`config.mk`:
```
export PLATFORM = sky130hd
export DESIGN_NAME = mcle_queue
export DESIGN_NICKNAME = d
export VERILOG_FILES = /design/src/rtl/mcle_pkg.sv /design/src/rtl/mcle_queue.sv
export SDC_FILE = /design/constraint.sdc
export NUM_CORES = 1
export LEC_CHECK = 0
export BUFFER_PORTS_ARGS = -buffer_cell sky130_fd_sc_hd__buf_4
export CAP_MARGIN = 40
export CORE_ASPECT_RATIO = 1.1
export CORE_MARGIN = 5
export CORE_UTILIZATION = 50
export CTS_CLUSTER_SIZE = 40
export DETAILED_ROUTE_END_ITERATION = 8
export MAX_ROUTING_LAYER = met4
export PLACE_DENSITY = 0.88
export SLEW_MARGIN = 15
export SYNTH_ARGS = -nofsm -noshare
export SYNTH_HDL_FRONTEND = slang
export SYNTH_SLANG_ARGS = --single-unit
```
`constraint.sdc`:
```
create_clock -name clock -period 1.64 [get_ports clock]
set_input_delay 0.246 -clock clock [delete_from_list [all_inputs] [get_ports clock]]
set_output_delay 0.246 -clock clock [all_outputs]
set_load 0.02 [all_outputs]
```
`src/rtl/mcle_pkg.sv`:
```
// ----------------------------------------------------------------------------
// mcle_pkg
// Types, constants and helpers shared by the line editor modules.
// ----------------------------------------------------------------------------
package mcle_pkg;

   localparam int NUM_CONSOLES = 4;
   localparam int LINE_DEPTH   = 128;
   localparam int QUEUE_DEPTH  = 2;

   localparam int CON_W  = $clog2(NUM_CONSOLES);
   localparam int SLOT_W = $clog2(LINE_DEPTH);
   localparam int ADDR_W = $clog2(NUM_CONSOLES * LINE_DEPTH);
   localparam int CNT_W  = $clog2(LINE_DEPTH + 1);

   // action codes
   localparam logic [1:0] ACT_KEY   = 2'd0;
   localparam logic [1:0] ACT_READ  = 2'd1;
   localparam logic [1:0] ACT_WRITE = 2'd2;

   // special characters
   localparam logic [7:0] CH_NUL    = 8'h00;
   localparam logic [7:0] CH_CTRL_B = 8'h02;
   localparam logic [7:0] CH_CTRL_D = 8'h04;
   localparam logic [7:0] CH_CTRL_H = 8'h08;
   localparam logic [7:0] CH_LF     = 8'h0A;
   localparam logic [7:0] CH_CR     = 8'h0D;
   localparam logic [7:0] CH_CTRL_N = 8'h0E;
   localparam logic [7:0] CH_CTRL_P = 8'h10;
   localparam logic [7:0] CH_CTRL_U = 8'h15;
   localparam logic [7:0] CH_DEL    = 8'h7F;

   typedef enum logic [2:0] {
      KIND_ECHO   = 3'd0,
      KIND_ERASE  = 3'd1,
      KIND_READ   = 3'd2,
      KIND_EMPTY  = 3'd3,
      KIND_EOF    = 3'd4,
      KIND_SWITCH = 3'd5,
      KIND_DUMP   = 3'd6
   } kind_type;

   typedef enum logic [2:0] {
      OP_NEXT,
      OP_PREV,
      OP_DUMP,
      OP_KILL,
      OP_ERASE,
      OP_CHAR,
      OP_READ,
      OP_WRITE
   } op_type;

   typedef struct packed {
      op_type             op;
      logic [CON_W-1:0]   console;
      logic [7:0]         data;
      logic               first;
   } entry_type;

   typedef struct packed {
      logic      push;
      entry_type entry;
   } q_in_type;

   typedef struct packed {
      logic      avail;
      entry_type entry;
   } q_out_type;

   typedef struct packed {
      logic               wrap;
      logic [SLOT_W-1:0]  slot;
   } pos_type;

   typedef struct packed {
      kind_type           kind;
      logic [CON_W-1:0]   console;
      logic [7:0]         byte_out;
      logic [7:0]         erase_count;
      logic               line_end;
   } rsp_type;

   function automatic pos_type pos_inc(pos_type p);
      pos_type r;
      r = p;
      if (p.slot == SLOT_W'(LINE_DEPTH - 1)) begin
         r.slot = '0;
         r.wrap = ~p.wrap;
      end else begin
         r.slot = p.slot + SLOT_W'(1);
      end
      return r;
   endfunction

   function automatic pos_type pos_dec(pos_type p);
      pos_type r;
      r = p;
      if (p.slot == '0) begin
         r.slot = SLOT_W'(LINE_DEPTH - 1);
         r.wrap = ~p.wrap;
      end else begin
         r.slot = p.slot - SLOT_W'(1);
      end
      return r;
   endfunction

   // ring holds LINE_DEPTH bytes between read and edit positions
   function automatic logic ring_full(pos_type ed, pos_type rd);
      return (ed.wrap != rd.wrap) && (ed.slot == rd.slot);
   endfunction

   function automatic logic [ADDR_W-1:0] store_addr(logic [CON_W-1:0] con,
                                                    logic [SLOT_W-1:0] slot);
      logic [31:0] base;
      base = 32'(con) * 32'(LINE_DEPTH);
      return ADDR_W'(base) + ADDR_W'(slot);
   endfunction

   function automatic logic [7:0] sat_count(logic [CNT_W-1:0] cnt);
      logic [31:0] w;
      w = 32'(cnt);
      return (w > 32'd255) ? 8'hFF : w[7:0];
   endfunction

endpackage

```
`src/rtl/mcle_queue.sv`:
```
// ----------------------------------------------------------------------------
// mcle_queue
// Short FIFO of decoded operations between front and back.
// ----------------------------------------------------------------------------
module mcle_queue (
   input  logic                 clock,
   input  logic                 reset,
   input  mcle_pkg::q_in_type   q_in,
   input  logic                 pop,
   output logic                 q_full,
   output mcle_pkg::q_out_type  q_out
);
   import mcle_pkg::*;

   localparam int PTR_W = (QUEUE_DEPTH > 1) ? $clog2(QUEUE_DEPTH) : 1;
   localparam int CNT_QW = $clog2(QUEUE_DEPTH + 1);

   entry_type          slots_ff [QUEUE_DEPTH];
   logic [PTR_W-1:0]   wr_ptr_ff, wr_ptr_in;
   logic [PTR_W-1:0]   rd_ptr_ff, rd_ptr_in;
   logic [CNT_QW-1:0]  count_ff, count_in;
   logic               do_pop;

   assign q_full      = count_ff == CNT_QW'(QUEUE_DEPTH);
   assign q_out.avail = count_ff != '0;
   assign q_out.entry = slots_ff[rd_ptr_ff];
   assign do_pop      = pop && q_out.avail;

   always_comb begin
      wr_ptr_in = wr_ptr_ff;
      rd_ptr_in = rd_ptr_ff;
      count_in  = count_ff;
      if (q_in.push) begin
         wr_ptr_in = (wr_ptr_ff == PTR_W'(QUEUE_DEPTH - 1)) ? '0 : wr_ptr_ff + PTR_W'(1);
      end
      if (do_pop) begin
         rd_ptr_in = (rd_ptr_ff == PTR_W'(QUEUE_DEPTH - 1)) ? '0 : rd_ptr_ff + PTR_W'(1);
      end
      if (q_in.push && !do_pop) begin
         count_in = count_ff + CNT_QW'(1);
      end else if (!q_in.push && do_pop) begin
         count_in = count_ff - CNT_QW'(1);
      end
   end

   always_ff @(posedge clock) begin
      if (reset) begin
         wr_ptr_ff <= '0;
         rd_ptr_ff <= '0;
         count_ff  <= '0;
      end else begin
         wr_ptr_ff <= wr_ptr_in;
         rd_ptr_ff <= rd_ptr_in;
         count_ff  <= count_in;
      end
   end

   always_ff @(posedge clock) begin
      if (q_in.push) begin
         slots_ff[wr_ptr_ff] <= q_in.entry;
      end
   end

endmodule

```
**Yosys cells after proc, flatten, opt, wreduce, memory -nomap -nowiden**

Memories as Yosys holds them, arrays and structs flattened. A register that Yosys moved wholly into a read port is not among the register bits.
Cells that the tools add are included.

- Muxes and demuxes: 8
- Equality and inequality tests: 1
- Add/subtract/negate cells: 4
- Reduce and logical (&&, ||, !) cells: 7

Operator list:

| operator | count |
|---|---|
| 2-to-1 mux 1 bit | 6 |
| 2-to-1 mux 2 bit | 2 |
| nonzero test 2 bit | 2 |
| logical AND 1 bit | 3 |
| adder 1 bit, second input constant | 2 |
| adder 2 x 1 -> 2 bit, second input constant | 1 |
| equality test 2 bit, second input constant | 1 |
| logical NOT 1 bit | 2 |
| subtractor 2 x 1 -> 2 bit, second input constant | 1 |

- Memories kept: 1
- Input bits: 18
- Bits in registers: 4
- Output and inout bits: 16
- Logic and storage cells: 24
- Memory bits (writable): 28

Memory list:

| name | depth | bits a word | rd ports | clocked after memory_dff | wr ports | RTL line | text |
|---|---|---|---|---|---|---|---|
| slots_ff | 2 | 14 | 1 | 1 | 1 | mcle_queue.sv:18 | `entry_type slots_ff [QUEUE_DEPTH];` |

**Depth between registers and ports, before layout**

- Depth in word-level cells: 5
- Gate-level depth with buffers: 5
- Mapped depth without buffers: 5

**Worst setup path after synthesis**

Ideal clock, no wire load.

- Path kind: flip-flop to flip-flop
- Start: register count_ff[0]
- End: register count_ff[1]
- Buffers on the path: 0
- Setup slack: 242 ps
- Stages on the path, launching flop included: 5
- Clock period less this slack: 1398 ps
- Required time: 1570 ps
- Arrival: 1329 ps
- Path through: dfxtp_1 o21ai_0 ha_1 or3_1 a21oi_1

- Longest elaborated chain between the ends: 5

Ends and longest elaborated chain:

| what | RTL line | text |
|---|---|---|
| from (decl) | mcle_queue.sv:21 | `logic [CNT_QW-1:0] count_ff, count_in;` |
| from (signal assigned) | mcle_queue.sv:54 | `count_ff <= count_in;` |
| parallel branches: the longest is 5 deep, another holds subtractor 2 x 1 -> 2 bit | -- |  |

Several ways; the timed one is not identified. The select of a mux whose other input is x is not followed.
A chain may end at the register's enable or synchronous reset.

==> impl_metrics.xml <==
<?xml version="1.0" encoding="UTF-8"?>
<metrics>
  <group name="status">
    <metric name="run_status" unit="">complete, no violations</metric>
  </group>
  <group name="placed_design">
    <metric name="place_congestion" unit="">0.714</metric>
    <metric name="placement.io_buffers" unit="">33</metric>
    <metric name="dp_worst_setup_slack" unit="ps">136</metric>
    <metric name="place.detailed.hpwl" unit="mm">1.46</metric>
  </group>
  <group name="critical_path">
    <metric name="timing.critical_path.arrival" unit="ps">1310</metric>
    <metric name="setup.worst_path.end_class" unit="">output pin</metric>
    <metric name="r2r_cells" unit="">4</metric>
    <metric name="startpoint_type" unit="">flip-flop</metric>
    <metric name="critical_path.max_fanout" unit="">9</metric>
    <metric name="setup.reg_to_reg.worst_slack" unit="ps">220</metric>
    <metric name="crit_required" unit="ps">1390</metric>
    <metric name="criticalPathCategory" unit="">flip-flop to output pin</metric>
  </group>
  <group name="synth">
    <metric name="synth.yosys.warnings" unit="">0</metric>
    <metric name="syn_avg_cell_area" unit="µm²">18.7</metric>
    <metric name="post_synth_instance_area" unit="µm²">1220</metric>
    <metric name="mappedNetlistNets" unit="">84</metric>
    <metric name="synth.ff_latch_count" unit="">33</metric>
    <metric name="synth-seq-area-share" unit="%">77.3</metric>
    <metric name="netlist-cell-type-count" unit="">15</metric>
    <metric name="synth_cells" unit="">65</metric>
  </group>
  <group name="global_route">
    <metric name="first_pass_grt_wire_length" unit="mm">3.16</metric>
    <metric name="track_usage" unit="%">13.1</metric>
    <metric name="antenna_violations_before_repair" unit="">0</metric>
    <metric name="number_of_global_route_vias_before_repair" unit="">751</metric>
    <metric name="gr-max-usage-layer" unit="">met2</metric>
    <metric name="globalRouteMet2Util" unit="%">22.3</metric>
    <metric name="met3_usage" unit="%">6.61</metric>
    <metric name="grt-ovfl-total" unit="">0</metric>
    <metric name="use_met1" unit="%">12.9</metric>
    <metric name="grt_max_degree" unit="">11</metric>
  </group>
  <group name="pwr">
    <metric name="pwr-share-seq" unit="%">44.0</metric>
    <metric name="power_report.internal_total" unit="mW">1.73</metric>
    <metric name="clkPwrFrac" unit="%">23.2</metric>
    <metric name="power.switching" unit="mW">0.683</metric>
    <metric name="worst_vdd_ir" unit="mV">1.06</metric>
    <metric name="switching_share" unit="%">28.3</metric>
    <metric name="p_total" unit="mW">2.41</metric>
    <metric name="powerDensity" unit="nW/µm²">1490</metric>
    <metric name="p_comb_share" unit="%">32.8</metric>
    <metric name="cellLeakagePower" unit="nW">0.633</metric>
  </group>
  <group name="floorplanning">
    <metric name="core.rowCount" unit="">18</metric>
    <metric name="coreArea" unit="µm²">2300</metric>
    <metric name="ports_placed_on_the_boundary" unit="">34</metric>
    <metric name="initial_utilization" unit="%">53.0</metric>
    <metric name="die_w" unit="µm">57.0</metric>
    <metric name="die_area" unit="µm²">3520</metric>
    <metric name="die_height" unit="µm">61.8</metric>
  </group>
  <group name="route">
    <metric name="detailroute.via_count" unit="">690</metric>
    <metric name="total_detailed_routing_wirelength" unit="mm">1.96</metric>
    <metric name="route.antenna.remaining_nets" unit="">0</metric>
    <metric name="drcViolationCount" unit="">0</metric>
    <metric name="drt_iter0_markers" unit="">10</metric>
    <metric name="drt_first_pass_iters" unit="">3</metric>
    <metric name="via_density" unit="">4.93</metric>
    <metric name="wire_per_inst" unit="µm">14.0</metric>
  </group>
  <group name="job">
    <metric name="maxCapViolCount" unit="">0</metric>
  </group>
  <group name="sta">
    <metric name="setup-violations-final" unit="">0</metric>
    <metric name="max_slew_margin_vs_limit" unit="%">83.7</metric>
    <metric name="finalHoldViolCount" unit="">0</metric>
    <metric name="max_freq" unit="MHz">644</metric>
    <metric name="finalMaxSlewViolations" unit="">0</metric>
    <metric name="period_share" unit="%">94.7</metric>
    <metric name="timing.final.ws_setup" unit="ps">86.2</metric>
    <metric name="finalCriticalPeriod" unit="ps">1550</metric>
    <metric name="worst_pin_slew" unit="ps">244</metric>
    <metric name="hold-worst-slack" unit="ps">98.1</metric>
    <metric name="grt_setup_unrepaired" unit="">no</metric>
    <metric name="setup-tns-final" unit="ps">0</metric>
    <metric name="finClkSkew" unit="ps">11.3</metric>
  </group>
  <group name="cts">
    <metric name="maximum_level_of_the_cts_h_tree" unit="">2</metric>
    <metric name="clock_insertion_delay_worst_skew" unit="ps">320</metric>
    <metric name="numCtsBuffers" unit="">5</metric>
    <metric name="clock_transition_at_the_register_clock_pins_on_the_worst_setup_and_hold_paths_after_cts" unit="ps">100</metric>
    <metric name="cts_tree" unit="">done</metric>
    <metric name="cts.path.max_buffers" unit="">2</metric>
    <metric name="cts_hold_buffers" unit="">0</metric>
    <metric name="cts_root_buffer" unit="">sky130_fd_sc_hd__clkbuf_4</metric>
    <metric name="clkSinkCount" unit="">33</metric>
  </group>
  <group name="finish">
    <metric name="antenna_cell_count" unit="">0</metric>
    <metric name="commonest_cells_after_routing_fill_and_taps_aside" unit="">sky130_fd_sc_hd__buf_4 (37), sky130_fd_sc_hd__edfxtp_1 (28), sky130_fd_sc_hd__mux2_2 (14)</metric>
    <metric name="mostFrequentLayoutCell" unit="">sky130_fd_sc_hd__buf_4</metric>
    <metric name="finish.net_count" unit="">128</metric>
    <metric name="final_layout_size_suffix_gt1_share" unit="%">55.5</metric>
    <metric name="area_growth_syn_to_layout" unit="%">32.5</metric>
    <metric name="utilization" unit="%">70.2</metric>
  </group>
  <group name="min_path">
    <metric name="min_path_type" unit="">input port to flip-flop</metric>
    <metric name="hold_depth" unit="">2</metric>
  </group>
</metrics>
[layer usage]
layer	wire length [µm]	up-vias
met5	0	-
met4	15	0
met3	187	3
met2	1040	31
met1	718	326
li1	-	330
[cell type report]
| class | instances | area (µm²) |
|---|---|---|
| Clock buffer | 6 | 41.3 |
| Clock inverter | 2 | 33.8 |
| Timing Repair Buffer | 38 | 289 |
| Tap cell | 30 | 37.5 |
| Fill cell | 164 | 684 |
| Multi-Input combinational cell | 31 | 269 |
| Sequential cell | 33 | 942 |
[synth_stat cells, drive strengths merged]
master	n	area share (%)
a21oi	1	0.41
and2	1	0.51
and2b	1	0.72
buf	1	0.62
dfxtp	5	8.2
edfxtp	28	69
ha	1	1.0
mux2	14	13
nor2	4	1.2
nor2b	1	0.51
o21ai	2	0.82
or2	1	0.51
or3	1	0.51
xnor2	1	0.72
xor2	3	2.2
[critical path: stages (launching register included)]
cell and delay (ps):
sky130_fd_sc_hd__dfxtp_2 340, sky130_fd_sc_hd__buf_6 140, sky130_fd_sc_hd__mux2_2 340, sky130_fd_sc_hd__buf_4 160
[worst paths after layout]
check,from,endpoint
setup / recovery,flip-flop,q_out[4]
hold / removal,reset,flip-flop
setup reg to reg,count_ff[1],count_ff[1]
hold reg to reg,rd_ptr_ff,flip-flop
[state kept, by name (all words and copies together) (netlist names), named ones only]
name       count
wr_ptr_ff      1
count_ff       2
slots_ff      28
rd_ptr_ff      1
[power by group through the flow]
stage / Combinational [mW] / Sequential [mW] / Clock (mW)
global route: 0.859 / 1.07 / 0.627
detailed placement: 0.793 / 1.07 / 0
CTS: 0.798 / 1.05 / 0.577
global placement: 0.771 / 1.07 / 0
floorplan: 0.483 / 1.07 / 0
finish: 0.792 / 1.06 / 0.559
[metrics by stage]
| step | std cells | cell area, µm² |
|---|---|---|
| 6_report | 140 | 1610 |
| 5_1_grt | 140 | 1610 |
| 4_1_cts | 140 | 1610 |
| 3_5_place_dp | 132 | 1530 |
| 3_3_place_gp | 132 | 1530 |
| 2_1_floorplan | 65 | 1220 |
[kinds of logic (layout without fill, tap and decap cells)]
kind of cell	Yosys count	in the layout	share of synthesized area, %
adders and majority gates	1	1	1.03
buffers and inverters	1	46	0.617
and+or+nand+nor	9	9	4.01
AOI/OAI and AO/OA	3	3	1.23
muxes	14	14	12.9
DFF	33	33	77.3
xor gates and xnor gates	4	4	2.88
[repair_timing]
action,4_1_cts,5_1_grt
gates resized for setup,0,3
setup endpoints to repair,0,10
buffers inserted,0,0
(Power assumes the default switching activity.)
