## config.mk

```make
export PLATFORM = sky130hd
export DESIGN_NAME = mcle_front
export DESIGN_NICKNAME = d
export VERILOG_FILES = /design/src/rtl/mcle_pkg.sv /design/src/rtl/mcle_front.sv
export SDC_FILE = /design/constraint.sdc
export NUM_CORES = 1
export LEC_CHECK = 0
export BUFFER_PORTS_ARGS = -buffer_cell sky130_fd_sc_hd__buf_4
export CAP_MARGIN = 20
export CORE_AREA = 2 2 39 41
export DETAILED_ROUTE_END_ITERATION = 10
export DIE_AREA = 0 0 41 43
export PLACE_DENSITY_LB_ADDON = 0.15
export SLEW_MARGIN = 20
export SYNTH_ARGS = -nofsm -noshare
export SYNTH_HDL_FRONTEND = slang
export SYNTH_SLANG_ARGS = --single-unit
export TNS_END_PERCENT = 30
```

## constraint.sdc

```tcl
create_clock -name vclk -period 1.3
set_input_delay 0 -clock vclk [all_inputs]
set_output_delay 0 -clock vclk [all_outputs]
set_load 0.01 [all_outputs]
```

## src/rtl/mcle_pkg.sv

```systemverilog
// ----------------------------------------------------------------------------
// mcle_pkg
// Types, constants and helpers shared by the line editor modules.
// ----------------------------------------------------------------------------
package mcle_pkg;

   localparam int NUM_CONSOLES = 4;
   localparam int LINE_DEPTH   = 128;
   localparam int QUEUE_DEPTH  = 2;

   localparam int CON_W  = $clog2(NUM_CONSOLES);
   localparam int SLOT_W = $clog2(LINE_DEPTH);
   localparam int ADDR_W = $clog2(NUM_CONSOLES * LINE_DEPTH);
   localparam int CNT_W  = $clog2(LINE_DEPTH + 1);

   // action codes
   localparam logic [1:0] ACT_KEY   = 2'd0;
   localparam logic [1:0] ACT_READ  = 2'd1;
   localparam logic [1:0] ACT_WRITE = 2'd2;

   // special characters
   localparam logic [7:0] CH_NUL    = 8'h00;
   localparam logic [7:0] CH_CTRL_B = 8'h02;
   localparam logic [7:0] CH_CTRL_D = 8'h04;
   localparam logic [7:0] CH_CTRL_H = 8'h08;
   localparam logic [7:0] CH_LF     = 8'h0A;
   localparam logic [7:0] CH_CR     = 8'h0D;
   localparam logic [7:0] CH_CTRL_N = 8'h0E;
   localparam logic [7:0] CH_CTRL_P = 8'h10;
   localparam logic [7:0] CH_CTRL_U = 8'h15;
   localparam logic [7:0] CH_DEL    = 8'h7F;

   typedef enum logic [2:0] {
      KIND_ECHO   = 3'd0,
      KIND_ERASE  = 3'd1,
      KIND_READ   = 3'd2,
      KIND_EMPTY  = 3'd3,
      KIND_EOF    = 3'd4,
      KIND_SWITCH = 3'd5,
      KIND_DUMP   = 3'd6
   } kind_type;

   typedef enum logic [2:0] {
      OP_NEXT,
      OP_PREV,
      OP_DUMP,
      OP_KILL,
      OP_ERASE,
      OP_CHAR,
      OP_READ,
      OP_WRITE
   } op_type;

   typedef struct packed {
      op_type             op;
      logic [CON_W-1:0]   console;
      logic [7:0]         data;
      logic               first;
   } entry_type;

   typedef struct packed {
      logic      push;
      entry_type entry;
   } q_in_type;

   typedef struct packed {
      logic      avail;
      entry_type entry;
   } q_out_type;

   typedef struct packed {
      logic               wrap;
      logic [SLOT_W-1:0]  slot;
   } pos_type;

   typedef struct packed {
      kind_type           kind;
      logic [CON_W-1:0]   console;
      logic [7:0]         byte_out;
      logic [7:0]         erase_count;
      logic               line_end;
   } rsp_type;

   function automatic pos_type pos_inc(pos_type p);
      pos_type r;
      r = p;
      if (p.slot == SLOT_W'(LINE_DEPTH - 1)) begin
         r.slot = '0;
         r.wrap = ~p.wrap;
      end else begin
         r.slot = p.slot + SLOT_W'(1);
      end
      return r;
   endfunction

   function automatic pos_type pos_dec(pos_type p);
      pos_type r;
      r = p;
      if (p.slot == '0) begin
         r.slot = SLOT_W'(LINE_DEPTH - 1);
         r.wrap = ~p.wrap;
      end else begin
         r.slot = p.slot - SLOT_W'(1);
      end
      return r;
   endfunction

   // ring holds LINE_DEPTH bytes between read and edit positions
   function automatic logic ring_full(pos_type ed, pos_type rd);
      return (ed.wrap != rd.wrap) && (ed.slot == rd.slot);
   endfunction

   function automatic logic [ADDR_W-1:0] store_addr(logic [CON_W-1:0] con,
                                                    logic [SLOT_W-1:0] slot);
      logic [31:0] base;
      base = 32'(con) * 32'(LINE_DEPTH);
      return ADDR_W'(base) + ADDR_W'(slot);
   endfunction

   function automatic logic [7:0] sat_count(logic [CNT_W-1:0] cnt);
      logic [31:0] w;
      w = 32'(cnt);
      return (w > 32'd255) ? 8'hFF : w[7:0];
   endfunction

endpackage

```

## src/rtl/mcle_front.sv

```systemverilog
// ----------------------------------------------------------------------------
// mcle_front
// Accepts request transfers, decodes them into operations and pushes them.
// ----------------------------------------------------------------------------
module mcle_front (
   input  logic                 req_valid,
   output logic                 req_stall,
   input  logic [1:0]           req_action,
   input  logic [1:0]           req_console,
   input  logic [7:0]           req_data,
   input  logic                 req_first_of_read,
   input  logic                 q_full,
   output mcle_pkg::q_in_type   q_in
);
   import mcle_pkg::*;

   logic keep;
   logic con_ok;

   assign con_ok    = 32'(req_console) < 32'(NUM_CONSOLES);
   assign req_stall = q_full;

   always_comb begin
      keep             = 1'b1;
      q_in.entry.op    = OP_CHAR;
      q_in.entry.console = CON_W'(req_console);
      q_in.entry.data  = req_data;
      q_in.entry.first = req_first_of_read;
      unique case (req_action)
         ACT_KEY: begin
            unique case (req_data)
               CH_CTRL_N: q_in.entry.op = OP_NEXT;
               CH_CTRL_B: q_in.entry.op = OP_PREV;
               CH_CTRL_P: q_in.entry.op = OP_DUMP;
               CH_CTRL_U: q_in.entry.op = OP_KILL;
               CH_CTRL_H, CH_DEL: q_in.entry.op = OP_ERASE;
               CH_NUL: keep = 1'b0;
               CH_CR: q_in.entry.data = CH_LF;
               default: q_in.entry.op = OP_CHAR;
            endcase
         end
         ACT_READ: begin
            q_in.entry.op = OP_READ;
            keep          = con_ok;
         end
         ACT_WRITE: begin
            q_in.entry.op = OP_WRITE;
            keep          = con_ok;
         end
         default: keep = 1'b0;
      endcase
      // drop ignored items at acceptance
      q_in.push = req_valid && !q_full && keep;
   end

endmodule

```

[Word level (Yosys, flattened, before mapping)]
Index checks and enable logic that the tools add are counted.
Storage, ports and cells
  flip-flop bits (word level): 0
  output and inout port bits: 16
  logic and storage cells: 22
Cells by class
  equal/unequal tests: 9
  mux-type cells: 6
  reduce and logical (&&, ||, !) cells: 7
Operators by type and width (number)
  8-bit by 4-bit equality test with 1-bit output (second input constant): 3
  8-bit by 5-bit equality test with 1-bit output (second input constant): 2
  8-bit two-way mux: 2
  3-bit case mux with 5 select lines: 1
  3-bit case mux with 3 select lines: 1
  8-bit by 2-bit equality test with 1-bit output (second input constant): 1
  8-bit by 7-bit equality test with 1-bit output (second input constant): 1
  8-bit logical NOT: 1
  2-bit OR reduction: 2
  2-bit by 1-bit equality test with 1-bit output (second input constant): 1
  2-bit equality test (second input constant): 1
  1-bit logical AND: 2
  2-bit logical NOT: 1
  1-bit case mux with 2 select lines: 1
  1-bit logical NOT: 1
  1-bit two-way mux: 1

[Longest topological paths before layout]
Gate-level depths: netlist of the first run.
  depth in word-level cells: 4
  gate-level depth with buffers: 5
  depth with buffers taken out: 5

[Worst setup path before layout of the first run]
Ideal clock, no wire load.
  kind: input to output
  start point: input req_data[2]
  end point: output q_in[13] in the netlist's numbering
  arrival time: 1.127 ns
  data required time: 1.300 ns
  setup slack: 0.173 ns
  stages on the path: 5
  path through: buf_6 or4b_1 a211o_1 o311ai_1 o211ai_1
RTL lines
  start, declared: line mcle_front.sv:10  | input logic [7:0] req_data,
  end, declared: line mcle_front.sv:13  | output mcle_pkg::q_in_type q_in

==> flow_metrics.tcl, run 1 <==
set metrics [dict create \
    path_class "in2out" \
    area_growth_pct 60.24 \
    period_share 1.016 \
    route.met2.wl_um 393 \
    nClkBuffers 0 \
    setup_viol_count_final 1 \
    final_cell_mix "buf_4, inv_1, nor4_1, a21oi_1" \
    worst_slack_ns -0.02036 \
    rows 14 \
    drv_slew 0 \
    status "finished with violations" \
    num-fill-cells 151 \
    die_x_um 41 \
    synthesis.nets 63 \
    required_ns 1.30 \
    grt_max_degree 9 \
    leakage_nw 0.2260 \
    rsz0062_at_grt "true" \
    startpoint_type "primary input" \
    dp_hpwl_um 711.6 \
    drv_cap 0 \
    critPathMaxFanout 2 \
    violations "setup timing" \
    drt-wirelength-per-cell_um 10.60 \
    dr.pass1.iters 4 \
    relSlewSlack 0.7607 \
    power_per_cell_area_nw_per_um2 318.1 \
    fmax_mhz 757.4 \
    grtUsageTotal 0.09990 \
    start_util 0.2297 \
    gp_congestion 0.7634 \
    port-buffer-count 25 \
    syn_avg_cell_area_um2 6.909 \
    nets 84 \
    yosys_warnings 0 \
    die-area_um2 1763 \
    die_h_um 43 \
    pin_count 31 \
    wl_um 859 \
    ys_seq_area_frac 0 \
    hold_class "in2out" \
    syn-cell-area_um2 317.8 \
    antenna_found_initial 0 \
    worstSetupEndpoint "q_in[13]" \
    drc 0 \
    drt_iter0_drc 7 \
    grt_pass1_wl_mm 1.345 \
    dr_wl_met3_um 92 \
    vdd.ir_drop.worst_uv 122.6 \
    fin_util 0.3680 \
    tightest_slew_ns 0.3557 \
    yosysUniqueCellTypes 27 \
    critPathCaptureType "output port" \
    period_minus_slack_ns 1.320 \
    hold_viol 0 \
    top_layer_used "met3" \
    final_common_cell "buf_4" \
    vias 385 \
    hold_slack_ns 0.00002186 \
    multi_input_area_um2 252.7 \
    ant_nets 0 \
    crit_path_start "req_data[2]" \
    seq_area_um2 0 \
    netlist_instances 46 \
    drive_gt1_frac 0.5077 \
    grt_pass1_vias 320 \
    critPathArrivalTime_ns 1.32 \
    overflow 0 \
    drt-met1-wl_um 373 \
    routed_via_density 4.753 \
    core_area_um2 1384 \
    seq_cells 0 \
    antenna_cells 0 \
]
through the flow:
stage                     instance area [um^2]  TNS (ns)  std cells  setup slack [ns]  total power [mW]
after floorplan                          317.8         0         46            0.1734           0.08124
after global placement                   490.5  -0.02955         81          -0.02955            0.1598
after detailed placement                 490.5  -0.03492         81          -0.03492            0.1586
after CTS                                494.2         0         81          0.008995            0.1603
after global routing                     509.2   -0.1423         81           -0.1097            0.1808
final                                    509.2  -0.02036         81          -0.02036            0.1620
cell type report:
type,instances,area share
tap,16,0.03931
inverter,3,0.02211
timing repair buffer,29,0.4423
multi-input combinational,33,0.4963
worst max-delay path: stages:
cell and delay (ns):
buf_6 0.09, or4b_4 0.51, a211o_1 0.34, o311ai_2 0.09, o211ai_1 0.13, buf_4 0.16
synthesized netlist by cell type, types with 2 or more instances:
| library cell | instances | area share |
|---|---|---|
| buf_4 | 4 | 0.094 |
| clkbuf_1 | 4 | 0.047 |
| a21oi_1 | 3 | 0.047 |
| inv_1 | 3 | 0.035 |
| nor4_1 | 3 | 0.059 |
| a21boi_0 | 2 | 0.047 |
| ha_1 | 2 | 0.079 |
| nand2_1 | 2 | 0.024 |
| nor2_1 | 2 | 0.024 |
| nor3_1 | 2 | 0.031 |
| nor4b_1 | 2 | 0.055 |
| o211ai_1 | 2 | 0.047 |
per-layer routing:
metal / global-route usage / vias up
met5: 0 / -
li1: - / 205
met3: 0 / 0
met1: 0.1709 / 160
met4: 0 / 0
met2: 0.1438 / 20
power by group:
group / switching [mW] / internal [mW] / total (mW) / leakage (nW)
Clock: 0 / 0 / 0 / 0
Sequential: 0 / 0 / 0 / 0
Combinational: 0.0721 / 0.0899 / 0.162 / 0.226
Total: 0.0721 / 0.0899 / 0.162 / 0.226
logic make-up after synthesis:
family                     count (synthesis)  synth area share
AOI/OAI and AO/OA                         13            0.2913
adders and majority gates                  2           0.07873
and+or+nand+nor                           17            0.3623
xor gates and xnor gates                   1           0.02756
buffers and inverters                     13            0.2401
worst min-delay path by stage:
stage / start / endpoint / slack, ns / depth (start not counted)
floorplan: q_full / q_in[14] / 0.05 / 1
global placement: req_console[0] / q_in[9] / 0.00007 / 0
detailed placement: req_console[0] / q_in[9] / 0.00007 / 0
CTS: req_console[0] / q_in[9] / 0.00007 / 0
global route: req_console[1] / q_in[10] / 0.00006 / 0
finish: req_console[0] / q_in[9] / 0.00002 / 0
repair_timing:
item / CTS / global route
hold buffers: 0 / 0
buffers inserted: 0 / 0
setup endpoints to repair: 1 / 1
pin swaps: 3 / 3
gates resized for setup: 1 / 3
(Power assumes the default switching activity.)
==> inputs of run 2 (changes only) <==
--- a/config.mk
+++ b/config.mk
@@ -15,4 +15,3 @@
 export SYNTH_ARGS = -nofsm -noshare
 export SYNTH_HDL_FRONTEND = slang
 export SYNTH_SLANG_ARGS = --single-unit
-export TNS_END_PERCENT = 30
==> constraint.sdc (replaced) <==
create_clock -name vclk -period 1.3
set_input_delay 0 -clock vclk [all_inputs]
set_output_delay 0 -clock vclk [all_outputs]
set_load 0.05 [all_outputs]
==> run 2 against run 1 <==
  * The flow still finishes with violations (setup timing)
  * Utilization increased by 1.2 points
  * Cell area increased by 3.2%
  * Global-route usage increased by 0.40 points
  * Cell count increased by 1.2%
==> flow_metrics.tcl, run 2 (same netlist as run 1, synthesis figures left out) <==
set metrics [dict create \
    die-area_um2 1763 \
    path_class "in2out" \
    post_cts_buffers 0 \
    setup_viol_count_final 1 \
    power_per_cell_area_nw_per_um2 475.4 \
    grt_pass1_wl_mm 1.407 \
    gp_congestion 0.7425 \
    fmax_mhz 766.5 \
    busiest_layer "met2" \
    seq_area_um2 0 \
    hold_slack_ns 0.0003855 \
    drive_gt1_frac 0.5303 \
    power_mw 0.2498 \
    nClkBuffers 0 \
    worstHoldPathCells 0 \
    routed_via_density 4.951 \
    seq_cells 0 \
    use_met1 0.1487 \
    drv_cap 0 \
    leakage_nw 0.2335 \
    drt_iter0_drc 3 \
    vias 406 \
    dr.pass1.iters 4 \
    critPathMaxFanout 2 \
    grt_max_degree 8 \
    tightest_slew_ns 0.3807 \
    period_minus_slack_ns 1.305 \
    period_share 1.004 \
    status "finished with violations" \
    antenna_found_initial 0 \
    pin_count 31 \
    drv_slew 0 \
    die_x_um 41 \
    hold_path_startpoint "req_console[0]" \
    drc 0 \
    required_ns 1.30 \
    violations "setup timing" \
    worst_slack_ns -0.004705 \
    stdcell_count 82 \
    wl_um 928 \
    final_cell_mix "buf_4, inv_1, a21oi_1, buf_6" \
    drt-wirelength-per-cell_um 11.32 \
    overflow 0 \
    met2_usage 0.1781 \
    die_h_um 43 \
    startpoint_type "primary input" \
    start_util 0.2297 \
    hold_end "q_in[9]" \
    area_growth_pct 65.35 \
    rsz0062_at_grt "true" \
    critPathCaptureType "output port" \
    port-buffer-count 25 \
    rows 14 \
    grt_pass1_vias 328 \
    hold_viol 0 \
    final_common_cell "buf_4" \
    ant_nets 0 \
    grtUsageTotal 0.1039 \
    vdd.ir_drop.worst_uv 198.9 \
    relSlewSlack 0.7439 \
    nets 85 \
    dp_hpwl_um 804.4 \
    grt_use_met3 0 \
    dp_slack_ns -0.02805 \
    antenna_cells 0 \
    critPathArrivalTime_ns 1.30 \
    core_area_um2 1384 \
    dp.cells 82 \
    hold_class "in2out" \
]
[run 2: where the power goes]
group / switching (mW) / total, mW / leakage, nW / internal, mW
Clock: 0 / 0 / 0 / 0
Combinational: 0.154 / 0.250 / 0.233 / 0.0958
Sequential: 0 / 0 / 0 / 0
Total: 0.154 / 0.250 / 0.233 / 0.0958
[run 2: worst max-delay path, cell delays in order]
cell      delay (ns)
buf_6           0.09
or4b_1          0.51
a211o_1         0.29
o311ai_1        0.09
o211ai_1        0.12
buf_4           0.20
[run 2: area by class of cell]
cell class	count	area, um^2
fillers	163	858.3
inverters	3	11.26
multi-input cells	33	257.7
well taps	16	20.02
repair buffers	30	236.5
[run 2: repair_timing]
item / CTS / global route
endpoints found under the setup margin: 1 / 2
gates resized for setup: 2 / 2
pin swaps: 0 / 2
hold buffers: 0 / 0
endpoints found under the hold margin: 0 / 0
[run 2: worst max path at each step]
stage | to | slack, ns | startpoint | cells past startpoint
floorplan | q_in[1] | -0.26 | req_action[0] | 5
finish | q_in[13] | -0.005 | req_data[1] | 6
global route | q_in[13] | -0.08 | req_data[1] | 6
detailed placement | q_in[13] | -0.03 | req_data[1] | 6
CTS | q_in[13] | -0.01 | req_data[1] | 6
global placement | q_in[13] | -0.05 | req_data[1] | 6
[run 2: through the flow]
step	instance area, um^2	util	setup TNS [ns]
after floorplan	327.8	-	-0.5926
after global placement	508.0	0.3671	-0.04880
after detailed placement	508.0	0.3671	-0.02805
after CTS	515.5	0.3725	-0.01124
after global routing	525.5	0.3797	-0.07700
final	525.5	0.3797	-0.004705
[run 2: metal layers]
metal,vias to the layer above,wire (um)
li1,208,-
met1,179,384
met2,19,445
met3,0,98
met4,0,0
met5,-,0
==> inputs of run 3 (changes only) <==
==> constraint.sdc (replaced) <==
create_clock -name vclk -period 1.6
set_input_delay 0 -clock vclk [all_inputs]
set_output_delay 0 -clock vclk [all_outputs]
set_load 0.05 [all_outputs]
==> run 3 against run 2 <==
  * The run now ends clean
  * Highest routed layer unchanged
  * Via count down 6.9%
  * Non-clock buffer count down 5
  * Total power down 25%
  * First-iteration DRC count down 67%
  * Sequential share of layout area unchanged
  * Count of clock-buffer cells in the layout unchanged
  * Largest cell class unchanged
==> flow_metrics.tcl, run 3 (same netlist as run 1, synthesis figures left out) <==
set metrics [dict create \
    tns_ns 0 \
    die-area_um2 1763 \
    pin_count 31 \
    worst_slack_ns 0.2194 \
    nets 80 \
    startpoint_type "primary input" \
    die_x_um 41 \
    core_area_um2 1384 \
    gp_congestion 0.6640 \
    relSlewSlack 0.7399 \
    num-fill-cells 159 \
    dr.pass1.iters 2 \
    critPathMaxFanout 8 \
    busiest_layer "met2" \
    max_stage_delay_ns 0.51 \
    switching_share 0.6449 \
    seq_cells 0 \
    dp_slack_ns 0.2095 \
    p_int_mw 0.06656 \
    grt_pass1_vias 270 \
    setup_viol_count_final 0 \
    tightest_slew_ns 0.3866 \
    status "complete, no violations" \
    cp_slowest_cell "or4b_1" \
    overflow 0 \
    met2_usage 0.1438 \
    wl_um 842 \
    seq_area_um2 0 \
    drc 0 \
    vdd.ir_drop.worst_uv 109.6 \
    port-buffer-count 25 \
    period_share 0.8629 \
    cts_resized 0 \
    nClkBuffers 0 \
    vias 378 \
    cp_cell_sequence "buf_4, or4b_1, a211o_1, o311ai_1, o211ai_1, buf_4" \
    drv_cap 0 \
    grt_pass1_wl_mm 1.179 \
    final_cell_mix "buf_4, inv_1, nor4_1, a21oi_1" \
    hold_class "in2out" \
    final_common_cell "buf_4" \
    leakage_nw 0.2038 \
    period_minus_slack_ns 1.381 \
    post_cts_buffers 0 \
    clockPowerShare 0 \
    rows 14 \
    path_class "in2out" \
    dp_hpwl_um 681.5 \
    grt_max_degree 10 \
    fmax_mhz 724.3 \
    die_h_um 43 \
    critPathArrivalTime_ns 1.38 \
    drive_gt1_frac 0.4590 \
    routed_via_density 4.909 \
    drv_slew 0 \
    antenna_found_initial 0 \
    ant_nets 0 \
    seq_power_share 0 \
    area_growth_pct 46.85 \
    pwr-share-comb 1.000 \
    required_ns 1.60 \
    critPathCaptureType "output port" \
    power.switching_mw 0.1209 \
    rsz0062_at_grt "false" \
    power_per_cell_area_nw_per_um2 401.6 \
    grtUsageTotal 0.08891 \
    grt_use_met3 0 \
    drt-wirelength-per-cell_um 10.94 \
    start_util 0.2297 \
    timing.critical_path.mode_cell "buf_4" \
    hold_viol 0 \
    antenna_cells 0 \
    use_met1 0.1361 \
    drt_iter0_drc 1 \
    ctsHoldBuffers 0 \
]
run 3: cell count changes in the layout (fill, tap and decap cells not counted), sizes merged:
| cell | delta |
|---|---|
| buf | -5 |
run 3: worst paths after layout:
kind,to,start,depth (start not counted)
worst min-delay path,q_in[10],req_console[1],0
worst max-delay path,q_in[13],req_data[1],6
run 3: final cells by class:
cell class	instances	area (um^2)	share of cell area
repair buffers	25	187.7	0.4021
multi-input cells	33	247.7	0.5308
well taps	16	20.02	0.04290
inverters	3	11.26	0.02413
run 3: power by group through the flow:
stage	Clock (mW)	Combinational [mW]	Sequential, mW
global placement	0	0.189	0
finish	0	0.187	0
CTS	0	0.189	0
floorplan	0	0.143	0
detailed placement	0	0.189	0
global route	0	0.199	0
run 3: routing by layer:
| layer | wire length, um | share of wire |
|---|---|---|
| met4 | 0 | 0 |
| met5 | 0 | 0 |
| met1 | 404 | 0.48 |
| met3 | 93 | 0.11 |
| met2 | 344 | 0.41 |
run 3: worst max-delay path, delay by kind of cell:
family	cells	cell delay (ns)
compound gates	3	0.53
simple gates	1	0.51
buf+inv	2	0.34
run 3: through the flow:
step                std cells  cell area [um^2]  utilization  power [mW]  hold slack [ns]
finish                     77             466.7       0.3373      0.1874        0.0001085
floorplan                  46             324.1            -      0.1434           0.1075
global route               77             466.7       0.3373      0.1992        0.0002573
CTS                        77             466.7       0.3373      0.1893        0.0003409
global placement           77             466.7       0.3373      0.1890        0.0003409
detailed placement         77             466.7       0.3373      0.1888        0.0003409
